**src/rtl/rcfa_pkg.sv**
```systemverilog
// ----------------------------------------------------------------------------
// rcfa_pkg
// Shared types and codes for the reference-counted frame allocator.
// ----------------------------------------------------------------------------
package rcfa_pkg;

	// Field widths fixed by the request and result formats
	localparam int IDX_W   = 6;
	localparam int CMD_W   = 2;
	localparam int STAT_W  = 2;
	localparam int COUNT_W = 8;

	// Defaults for the top-level parameters
	localparam int DEF_NUM_FRAMES = 32;
	localparam int DEF_COUNT_MAX  = 255;

	// Entries in the queue between front and back
	localparam int QUEUE_DEPTH = 2;

	// Request command codes
	localparam logic [CMD_W-1:0] CMD_ALLOC   = 2'd0;
	localparam logic [CMD_W-1:0] CMD_RELEASE = 2'd1;
	localparam logic [CMD_W-1:0] CMD_SHARE   = 2'd2;

	// Result status codes
	localparam logic [STAT_W-1:0] ST_OK     = 2'd0;
	localparam logic [STAT_W-1:0] ST_NOFREE = 2'd1;
	localparam logic [STAT_W-1:0] ST_RANGE  = 2'd2;
	localparam logic [STAT_W-1:0] ST_SAT    = 2'd3;

	// Classified operation handed from front to back
	typedef enum logic [1:0] {
		OP_ALLOC,
		OP_RELEASE,
		OP_SHARE,
		OP_REJECT
	} op_t;

	typedef struct packed {
		op_t              op;
		logic [IDX_W-1:0] idx;
	} req_t;

	// One queue beat: valid plus classified request
	typedef struct packed {
		logic valid;
		req_t req;
	} req_beat_t;

endpackage

```
**src/rtl/rcfa_front.sv**
```systemverilog
// ----------------------------------------------------------------------------
// rcfa_front
// Accepts request beats, decodes the command and checks the frame index range.
// ----------------------------------------------------------------------------
module rcfa_front import rcfa_pkg::*; #(
	parameter int NUM_FRAMES = DEF_NUM_FRAMES
) (
	input  logic             in_valid,
	output logic             in_stall,
	input  logic [CMD_W-1:0] command,
	input  logic [IDX_W-1:0] frame_index,
	input  logic             q_full,
	output req_beat_t        push
);

	localparam logic [IDX_W:0] NF = (IDX_W+1)'(NUM_FRAMES);

	logic in_range;
	op_t  op;

	// Hold the input while the queue has no room
	assign in_stall = q_full;

	assign in_range = {1'b0, frame_index} < NF;

	// Classify the beat; unknown commands and bad indexes on release or share are rejected
	always_comb begin
		unique case (command)
			CMD_ALLOC:   op = OP_ALLOC;
			CMD_RELEASE: op = in_range ? OP_RELEASE : OP_REJECT;
			CMD_SHARE:   op = in_range ? OP_SHARE : OP_REJECT;
			default:     op = OP_REJECT;
		endcase
	end

	assign push.valid   = in_valid && !q_full;
	assign push.req.op  = op;
	assign push.req.idx = frame_index;

endmodule

```
**src/rtl/rcfa_queue.sv**
```systemverilog
// ----------------------------------------------------------------------------
// rcfa_queue
// Small FIFO of classified requests between the front and the back.
// ----------------------------------------------------------------------------
module rcfa_queue import rcfa_pkg::*; (
	input  logic      clk,
	input  logic      arst_n,
	input  req_beat_t push,
	output logic      full,
	input  logic      pop,
	output req_beat_t head
);

	localparam int PTR_W = (QUEUE_DEPTH > 1) ? $clog2(QUEUE_DEPTH) : 1;
	localparam int CNT_W = $clog2(QUEUE_DEPTH + 1);
	localparam logic [PTR_W-1:0] LAST = PTR_W'(QUEUE_DEPTH - 1);
	localparam logic [CNT_W-1:0] FULL_CNT = CNT_W'(QUEUE_DEPTH);

	req_t             entry_q [QUEUE_DEPTH];
	logic [PTR_W-1:0] wr_ptr_q;
	logic [PTR_W-1:0] rd_ptr_q;
	logic [CNT_W-1:0] count_q;
	logic             do_push;
	logic             do_pop;

	assign full       = (count_q == FULL_CNT);
	assign head.valid = (count_q != '0);
	assign head.req   = entry_q[rd_ptr_q];

	assign do_push = push.valid && !full;
	assign do_pop  = pop && head.valid;

	// Store the pushed beat
	always_ff @(posedge clk) begin
		if (do_push) begin
			entry_q[wr_ptr_q] <= push.req;
		end
	end

	// Advance pointers and occupancy
	always_ff @(posedge clk or negedge arst_n) begin
		if (!arst_n) begin
			wr_ptr_q <= '0;
			rd_ptr_q <= '0;
			count_q  <= '0;
		end else begin
			if (do_push) begin
				wr_ptr_q <= (wr_ptr_q == LAST) ? '0 : wr_ptr_q + 1'b1;
			end
			if (do_pop) begin
				rd_ptr_q <= (rd_ptr_q == LAST) ? '0 : rd_ptr_q + 1'b1;
			end
			if (do_push && !do_pop) begin
				count_q <= count_q + 1'b1;
			end else if (do_pop && !do_push) begin
				count_q <= count_q - 1'b1;
			end
		end
	end

endmodule

```
**src/rtl/rcfa_back.sv**
```systemverilog
// ----------------------------------------------------------------------------
// rcfa_back
// Executes requests: first-free search, count read-modify-write, result beat.
// ----------------------------------------------------------------------------
module rcfa_back import rcfa_pkg::*; #(
	parameter int NUM_FRAMES = DEF_NUM_FRAMES,
	parameter int COUNT_MAX  = DEF_COUNT_MAX
) (
	input  logic               clk,
	input  logic               arst_n,
	input  req_beat_t          head,
	output logic               pop,
	output logic               out_valid,
	input  logic               out_stall,
	output logic [STAT_W-1:0]  status,
	output logic [IDX_W-1:0]   frame_out,
	output logic [COUNT_W-1:0] count_after
);

	localparam int AW = $clog2(NUM_FRAMES);
	localparam logic [COUNT_W-1:0] CMAX = COUNT_W'(COUNT_MAX);

	localparam logic ST_ISSUE = 1'b0;
	localparam logic ST_EXEC  = 1'b1;

	logic                  state_q;
	logic [NUM_FRAMES-1:0] used_q;
	logic [NUM_FRAMES-1:0] written_q;
	logic [COUNT_W-1:0]    refs_mem [NUM_FRAMES];
	logic [COUNT_W-1:0]    rd_q;
	logic                  rd_written_q;
	op_t                   op_q;
	logic [IDX_W-1:0]      idx_q;
	logic [AW-1:0]         addr_q;
	logic                  found_q;

	logic                  free_found;
	logic [AW-1:0]         free_idx;
	logic [AW-1:0]         issue_addr;
	logic                  fire;
	logic [COUNT_W-1:0]    cur;
	logic [COUNT_W-1:0]    new_count;
	logic                  sat;
	logic                  wr_en;
	logic [STAT_W-1:0]     res_status;
	logic [IDX_W-1:0]      res_frame;
	logic [COUNT_W-1:0]    res_count;

	// Find the lowest free frame
	always_comb begin
		free_found = 1'b0;
		free_idx   = '0;
		for (int i = NUM_FRAMES - 1; i >= 0; i--) begin
			if (!used_q[i]) begin
				free_found = 1'b1;
				free_idx   = AW'(i);
			end
		end
	end

	assign pop        = (state_q == ST_ISSUE) && head.valid;
	assign issue_addr = (head.req.op == OP_ALLOC) ? free_idx : head.req.idx[AW-1:0];
	assign fire       = (state_q == ST_EXEC) && (!out_valid || !out_stall);

	// Count memory: registered read at issue, write at execute
	always_ff @(posedge clk) begin
		if (pop) begin
			rd_q <= refs_mem[issue_addr];
		end
		if (wr_en) begin
			refs_mem[addr_q] <= new_count;
		end
	end

	// Latch the request being worked on
	always_ff @(posedge clk) begin
		if (pop) begin
			op_q    <= head.req.op;
			idx_q   <= head.req.idx;
			addr_q  <= issue_addr;
			found_q <= free_found;
		end
	end

	// Compute the new count and the result beat
	always_comb begin
		cur        = rd_written_q ? rd_q : '0;
		sat        = (cur >= CMAX);
		new_count  = cur;
		wr_en      = 1'b0;
		res_status = ST_OK;
		res_frame  = idx_q;
		res_count  = '0;
		unique case (op_q)
			OP_ALLOC: begin
				if (found_q) begin
					new_count  = sat ? CMAX : cur + 1'b1;
					wr_en      = fire;
					res_status = sat ? ST_SAT : ST_OK;
					res_frame  = IDX_W'(addr_q);
					res_count  = new_count;
				end else begin
					res_status = ST_NOFREE;
					res_frame  = '0;
				end
			end
			OP_RELEASE: begin
				new_count = (cur <= COUNT_W'(1)) ? '0 : cur - 1'b1;
				wr_en     = fire;
				res_count = new_count;
			end
			OP_SHARE: begin
				new_count  = sat ? CMAX : cur + 1'b1;
				wr_en      = fire;
				res_status = sat ? ST_SAT : ST_OK;
				res_count  = new_count;
			end
			OP_REJECT: begin
				res_status = ST_RANGE;
			end
			default: begin
				res_status = ST_RANGE;
			end
		endcase
	end

	// Sequencer, bitmap, written bits and result register
	always_ff @(posedge clk or negedge arst_n) begin
		if (!arst_n) begin
			state_q      <= ST_ISSUE;
			used_q       <= '0;
			written_q    <= '0;
			rd_written_q <= 1'b0;
			out_valid    <= 1'b0;
		end else begin
			if (pop) begin
				rd_written_q <= written_q[issue_addr];
				state_q      <= ST_EXEC;
			end
			if (fire) begin
				state_q <= ST_ISSUE;
				if (wr_en) begin
					written_q[addr_q] <= 1'b1;
				end
				if (op_q == OP_ALLOC && found_q) begin
					used_q[addr_q] <= 1'b1;
				end else if (op_q == OP_RELEASE && new_count == '0) begin
					used_q[addr_q] <= 1'b0;
				end
				out_valid <= 1'b1;
			end else if (!out_stall) begin
				out_valid <= 1'b0;
			end
		end
	end

	// Result payload; held while stalled
	always_ff @(posedge clk) begin
		if (fire) begin
			status      <= res_status;
			frame_out   <= res_frame;
			count_after <= res_count;
		end
	end

`ifndef ASSERT_OFF
	a_alloc_picks_free: assert property (@(posedge clk) disable iff (!arst_n)
		pop && head.req.op == OP_ALLOC && free_found |-> !used_q[issue_addr])
		else $error("allocate picked a used frame");

	a_alloc_marks_used: assert property (@(posedge clk) disable iff (!arst_n)
		fire && op_q == OP_ALLOC && found_q |=> used_q[$past(addr_q)])
		else $error("granted frame not marked used");

	a_nofree_only_full: assert property (@(posedge clk) disable iff (!arst_n)
		fire && op_q == OP_ALLOC && !found_q |-> &used_q)
		else $error("no-free reported with a free frame");

	a_count_bounded: assert property (@(posedge clk) disable iff (!arst_n)
		out_valid |-> count_after <= CMAX)
		else $error("count above maximum");
`endif

endmodule

```
**src/rtl/refcounted_frame_allocator.sv**
```systemverilog
// Reference-counted frame allocator. Each request beat (allocate, release or
// share) yields exactly one result beat, in order. In the execute unit the
// issue step searches the used bitmap and registers the frame's count read
// from the count memory; the execute step then updates the count and bitmap
// and registers the result, waiting while a result is held by out_stall. No
// new request is taken until the current result is registered. A two-entry
// queue between the decoder and the execute unit lets input keep arriving
// while a result waits on out_stall. Reset frees every frame and clears the
// written bits so that all counts read as zero; there is no clearing pass.
// ----------------------------------------------------------------------------
// refcounted_frame_allocator
// Top level: request decoder, request queue and execute unit.
// ----------------------------------------------------------------------------
module refcounted_frame_allocator import rcfa_pkg::*; #(
	parameter int NUM_FRAMES = DEF_NUM_FRAMES,
	parameter int COUNT_MAX  = DEF_COUNT_MAX
) (
	input  logic               clk,
	input  logic               arst_n,
	input  logic               in_valid,
	output logic               in_stall,
	input  logic [CMD_W-1:0]   command,
	input  logic [IDX_W-1:0]   frame_index,
	output logic               out_valid,
	input  logic               out_stall,
	output logic [STAT_W-1:0]  status,
	output logic [IDX_W-1:0]   frame_out,
	output logic [COUNT_W-1:0] count_after
);

	req_beat_t push;
	req_beat_t head;
	logic      q_full;
	logic      pop;

	rcfa_front #(
		.NUM_FRAMES (NUM_FRAMES)
	) u_front (
		.in_valid    (in_valid),
		.in_stall    (in_stall),
		.command     (command),
		.frame_index (frame_index),
		.q_full      (q_full),
		.push        (push)
	);

	rcfa_queue u_queue (
		.clk    (clk),
		.arst_n (arst_n),
		.push   (push),
		.full   (q_full),
		.pop    (pop),
		.head   (head)
	);

	rcfa_back #(
		.NUM_FRAMES (NUM_FRAMES),
		.COUNT_MAX  (COUNT_MAX)
	) u_back (
		.clk         (clk),
		.arst_n      (arst_n),
		.head        (head),
		.pop         (pop),
		.out_valid   (out_valid),
		.out_stall   (out_stall),
		.status      (status),
		.frame_out   (frame_out),
		.count_after (count_after)
	);

endmodule
```
**config.mk**
```make
export PLATFORM = sky130hd
export DESIGN_NAME = refcounted_frame_allocator
export DESIGN_NICKNAME = d
export VERILOG_FILES = /design/src/rtl/rcfa_pkg.sv /design/src/rtl/rcfa_front.sv /design/src/rtl/rcfa_queue.sv /design/src/rtl/rcfa_back.sv /design/src/rtl/refcounted_frame_allocator.sv
export SDC_FILE = /design/constraint.sdc
export NUM_CORES = 1
export LEC_CHECK = 0
export BUFFER_PORTS_ARGS = -buffer_cell sky130_fd_sc_hd__buf_2
export CAP_MARGIN = 15
export CORE_UTILIZATION = 45
export DETAILED_ROUTE_END_ITERATION = 6
export PLACE_DENSITY = 0.59
export REMOVE_ABC_BUFFERS = 1
export SKIP_LAST_GASP = 1
export SLEW_MARGIN = 20
export SYNTH_ARGS = -nofsm -noshare
export SYNTH_HDL_FRONTEND = slang
export SYNTH_SLANG_ARGS = --single-unit
```
**constraint.sdc**
```tcl
create_clock -name clk -period 6.1 [get_ports clk]
set_clock_uncertainty 0.1 [all_clocks]
set_input_delay 0.305 -clock clk [delete_from_list [all_inputs] [get_ports clk]]
set_output_delay 0.305 -clock clk [all_outputs]
set_load 0.01 [all_outputs]
```
## After elaboration in Yosys (flattened, before gate mapping)

Memories as Yosys holds them, arrays and structs flattened. A register that Yosys moved wholly into a read port is not among the register bits.
Index checks and enable logic that the tools add are counted.

- Register bits: 101
- Latch bits: 0
- RAM bits: 272
- Bits in read-only memories: 0
- Input port bits: 12
- Memories: 2

Memory list:

| memory | depth | width | read ports | clocked after Yosys merged registers in | write ports | RTL line | RTL |
|---|---|---|---|---|---|---|---|
| u_back.refs_mem | 32 | 8 | 1 | 1 | 1 | rcfa_back.sv:29 | `logic [COUNT_W-1:0] refs_mem [NUM_FRAMES];` |
| u_queue.entry_q | 2 | 8 | 1 | 0 | 1 | rcfa_queue.sv:19 | `req_t entry_q [QUEUE_DEPTH];` |

- Add/subtract/negate cells: 6
- $mul: 0
- Divide/modulo/power cells: 0
- $lt $le $gt $ge: 6
- Eq/ne operators: 7
- Shifts and indexed selects: 0
- Mux-type cells: 69
- Bitwise logic cells: 5
- Reductions and logical operators: 28

Operators by type and width:

| kind | count |
|---|---|
| $mux 5 | 34 |
| $mux 32 | 2 |
| $or 32x32->32 | 2 |
| $pmux 8 s3 | 2 |
| $mux 8 | 5 |
| $and 32x32->32 | 1 |
| $not 32->32 | 1 |
| $reduce_and 31->1 | 1 |
| $mux 1 | 15 |
| $lt 5x6->1 const B | 2 |
| $pmux 2 s3 | 2 |
| $logic_and 1x1->1 | 10 |
| $mux 2 | 5 |
| $add 8x1->8 const B | 1 |
| $eq 2x2->1 const B | 4 |
| $ge 8x8->1 const B | 1 |
| $le 8x1->1 const B | 1 |
| $logic_not 8->1 | 1 |
| $reduce_bool 2->1 | 4 |
| $sub 8x1->8 const B | 1 |
| $logic_not 2->1 | 3 |
| $lt 6x6->1 const B | 1 |
| $mux 6 | 1 |
| $bmux 1 s5 | 1 |
| other kinds (13) | 20 |

## Longest topological paths before layout

- Depth after elaboration: 35
- Depth in mapped cells: 15

## Cells and area by module

From an unflattened synthesis, not the netlist that was laid out.

- Cells, all modules: 1,336
- Area total of the unflattened synthesis: 16,286.9 µm²

By module, submodules not included:

| module | instances | cells an instance | area each (µm²) |
|---|---|---|---|
| rcfa_back | 1 | 1,282 | 15,427.3 |
| rcfa_queue | 1 | 44 | 785.8 |
| rcfa_front | 1 | 10 | 73.8 |

## Worst setup path after synthesis

Ideal clock, no wire load.

- Kind: register to register
- From: register u_back.rd_written_q
- To: register with a tool-made name
- Setup time: 0.064 ns
- Data arrival time: 4.091 ns
- Setup slack: 1.845 ns
- Stages on the path, launching flop included: 16
- Period minus slack after synthesis: 4.255 ns
- Cells stage by stage: dfrtp_1 clkbuf_1 buf_1 nand2_1 inv_1 ha_1 nand2_1 nor3_1 nand4_1 a21oi_1 nor2_1 o21ai_0 nor4_4 nand2_2 buf_6 a21o_1

RTL lines:

| item | RTL line | RTL |
|---|---|---|
| start, declared | rcfa_back.sv:31 | `logic rd_written_q;` |
| start signal, assigned | rcfa_back.sv:137 | `rd_written_q <= written_q[issue_addr];` |

## Final worst setup path

- From: register u_queue.rd_ptr_q
- To: register u_back.rd_q[4], read port of u_back.refs_mem (data pin)

- Word-level cells in the longest chain between the ends: 3

RTL lines:

| item | RTL line | RTL |
|---|---|---|
| start, declared | rcfa_queue.sv:21 | `logic [PTR_W-1:0] rd_ptr_q;` |
| start signal, assigned | rcfa_queue.sv:51 | `rd_ptr_q <= (rd_ptr_q == LAST) ? '0 : rd_ptr_q + 1'b1;` |
| $mem_v2 2x8 (*) | n/a |  |
| $logic_not 2->1 | rcfa_back.sv:62 | `assign issue_addr = (head.req.op == OP_ALLOC) ? free_idx : head.req.idx[AW-1:0];` |
| $mux 5 (*) | rcfa_back.sv:62 |  |
| end, declared | rcfa_back.sv:30 | `logic [COUNT_W-1:0] rd_q;` |

Every way passes the cells marked *; elsewhere a longest branch is shown, timed or not.
A chain may end at the register's enable or synchronous reset.

==> qor.yml <==
status: "finished with violations"
failed_checks: "DRC"
synth_top_cell_area_share_pct: 56.6
ant_nets: 0
dp_hpwl_mm: 26.1
ys_top_cells_by_area: "edfxtp_1 (57%), dfrtp_1 (11%), mux2i_1 (6.8%), nand2_1 (2.5%), o21ai_0 (1.9%)"
crit_type: "reg -> reg"
initial_core_util_pct: 46.0
hold_viol: 0
grt_use_total_pct: 22.1
cp-end-kind: "register"
area_growth_pct: 12.1
synth.avg_cell_area_um2: 13.7
cts_tree: "done"
fmax_ghz: 0.228
drtIter0Drc: 950
worst_ep_required_time_ns: 6.34
ys_seq_area_share_pct: 67.5
viasPerCell: 5.94
core_mm2: 0.0357
hp-class: "in -> async"
yosysTopAreaCell: "edfxtp_1"
grt-ovfl-total: 0
clk_pin_slew_ns: 0.06
rrSetupSlack_ns: 1.72
synth_warnings: 0
critical_path.startpoint_type: "register"
min_period_ns: 4.38
maxCapViolCount: 0
grt_pass1_wl_mm: 61.2
cts.sinks: 381
tightest_slew_ns: 1.21
cts.repair.resized: 0
met3_usage_pct: 3.37
fp.dieH_um: 193
portBuffers: 29
dp.cells: 1636
yosys_register_bits: 381
antenna_found_initial: 0
finalCritPeriodShare_pct: 71.8
crit_arrival_ns: 4.62
synthFlopType: "edfxtp_1"
clock_latency_ns: 0.54
use_met1_pct: 33.0
synth_edf_count: 310
final_cell_area_mm2: 0.0184
syn_inst: 1199
p_per_area_mw_per_mm2: 534
grt_use_met2_pct: 33.9
async_reset_ff_share_pct: 18.6
die_w_um: 193
cts-buffers-inserted: 40
post-cts-setup-buffers: 0
drive_gt1_share_pct: 14.0
cp_max_fo: 20
totalWireLength_mm: 40.3
ys_types: 67
place_area_mm2: 0.0170
fin_cells: 1721
setup_viol: 0
power_mw: 9.83
netlist_area_mm2: 0.0164
report.final.slew_viol_count: 0
grt_busiest_layer: "met2"
nNetsFinal: 1250
io_pins: 30
drtPass1Iterations: 7
num_vias: 10200
wl_per_cell_um: 23.4
rsz0062_at_grt: "false"
slew_headroom_pct: 19.6
clock_path_buffers: 3
grt_max_degree: 145
grt_pass1_vias: 9749
ir_drop_uv: 529
tns_ns: 0
htreeDepth: 2
leakage_nw: 6.79
die_area_mm2: 0.0373
rows: 69
route.detailed.drc: 4
diodes: 0
place.gp.congestion: 0.852
cts_root_buf: "clkbuf_16"
## cell type report
class	count	area (µm²)
well taps	461	577
repair buffers	58	412
clock buffers	53	1080
multi-input cells	726	4990
fillers	3064	17300
clock inverters	20	203
flip-flops and latches	381	11100
inverters	22	82.6
## worst paths after layout
kind	from	endpoint	cells past startpoint
hold reg to reg	u_back.written_q[9]$_DFFE_PN0P_	u_back.written_q[9]$_DFFE_PN0P_	1
setup / recovery	u_queue.rd_ptr_q$_DFFE_PN0P_	u_back.rd_q[4]$_DFFE_PP_	10
hold / removal	arst_n	asynchronous set/reset pin	2
max in group asynchronous	arst_n	u_back.written_q[26]$_DFFE_PN0P_	2
min in group clk	u_back.written_q[9]$_DFFE_PN0P_	u_back.written_q[9]$_DFFE_PN0P_	1
setup reg to reg	u_queue.rd_ptr_q$_DFFE_PN0P_	u_back.rd_q[4]$_DFFE_PP_	10
## sequential cells by signal, indices dropped and copies added (netlist names), named ones only
register,count
u_queue.rd_ptr_q,1
u_back.rd_written_q,1
u_back.op_q,2
u_back.count_after,8
u_back.addr_q,5
u_back.state_q,1
u_back.idx_q,6
u_back.out_valid,1
u_queue.count_q,2
u_queue.entry_q,16
u_back.rd_q,8
u_back.found_q,1
u_back.refs_mem,256
u_back.status,2
u_queue.wr_ptr_q,1
u_back.written_q,32
u_back.frame_out,6
## cell usage after synthesis, types with 8 or more instances
| cell type | count |
|---|---|
| clkbuf_1 | 47 |
| a211oi_1 | 10 |
| a21o_1 | 42 |
| nor2_1 | 68 |
| mux2_2 | 11 |
| a21oi_1 | 30 |
| nand2_1 | 109 |
| a32oi_1 | 35 |
| o21ai_0 | 64 |
| nor3_1 | 9 |
| o31ai_1 | 17 |
| nand3_1 | 55 |
| or2_2 | 35 |
| inv_1 | 21 |
| mux4_2 | 8 |
| edfxtp_1 | 310 |
| buf_2 | 9 |
| ha_1 | 9 |
| nand4_1 | 13 |
| mux2i_1 | 112 |
| nor2b_1 | 8 |
| dfrtp_1 | 71 |
| and4_1 | 12 |
## placed cells by master, fill, tap and decap left out, types with 8 or more instances in the layout
cell type / instances
ha_1: 9
mux2i_1: 112
dfrtp_1: 71
or2_2: 35
clkbuf_16: 40
a21oi_1: 29
nand3_1: 55
nand2_1: 109
o21ai_0: 63
clkbuf_1: 10
o31ai_1: 17
nand4_1: 13
a211oi_1: 10
nor2_1: 68
mux4_2: 8
buf_4: 16
clkinv_2: 8
edfxtp_1: 310
mux2_2: 11
nor2b_1: 8
a32oi_1: 35
a21o_1: 42
and4_1: 12
inv_1: 21
buf_2: 28
dlygate4sd3_1: 12
## power breakdown
group          total [mW]  internal (mW)  switching [mW]
combinational        3.48           1.13            2.35
sequential           3.98           3.71           0.270
clock                2.38           1.38           0.994
## cell families (layout without fill, tap and decap cells)
kind of cell	Yosys count	after routing	share of synthesized area, %
flops	381	381	67.5
xor+xnor	9	9	0.480
compound gates	237	237	9.98
simple gates	340	340	10.2
fa+ha+maj	9	9	0.685
buf+inv	92	153	2.51
mux	131	131	8.67
## metrics by stage
stage	hold slack [ns]	worst slack (ns)	util, %
finish	0.272	1.72	51.6
detailed placement	0.351	1.83	47.6
global route	0.343	1.49	51.6
global placement	0.347	1.97	47.6
floorplan	-0.0906	-2.45	-
CTS	0.365	1.83	51.5
## timing repair
action / in CTS / in global routing
hold buffers: 12 / 0
hold endpoints to repair: 89 / 0
setup endpoints to repair: 0 / 0
## metal layers
layer / vias to the layer above / wire (µm)
li1: 4614 / -
met1: 5173 / 18700
met2: 364 / 18400
met3: 64 / 2410
met4: 0 / 730
met5: - / 0
## critical path, stage by stage, from the launching register on
cell and delay [ns]:
dfrtp_1 0.65, nor3_1 0.18, a21oi_1 0.73, a2111oi_0 0.20
a221o_4 0.52, inv_1 0.65, buf_4 0.28, nand2_1 0.06
a32oi_1 0.34, nand3_1 0.15, a211oi_1 0.30
No activity file was read; power rests on OpenSTA's default activity.
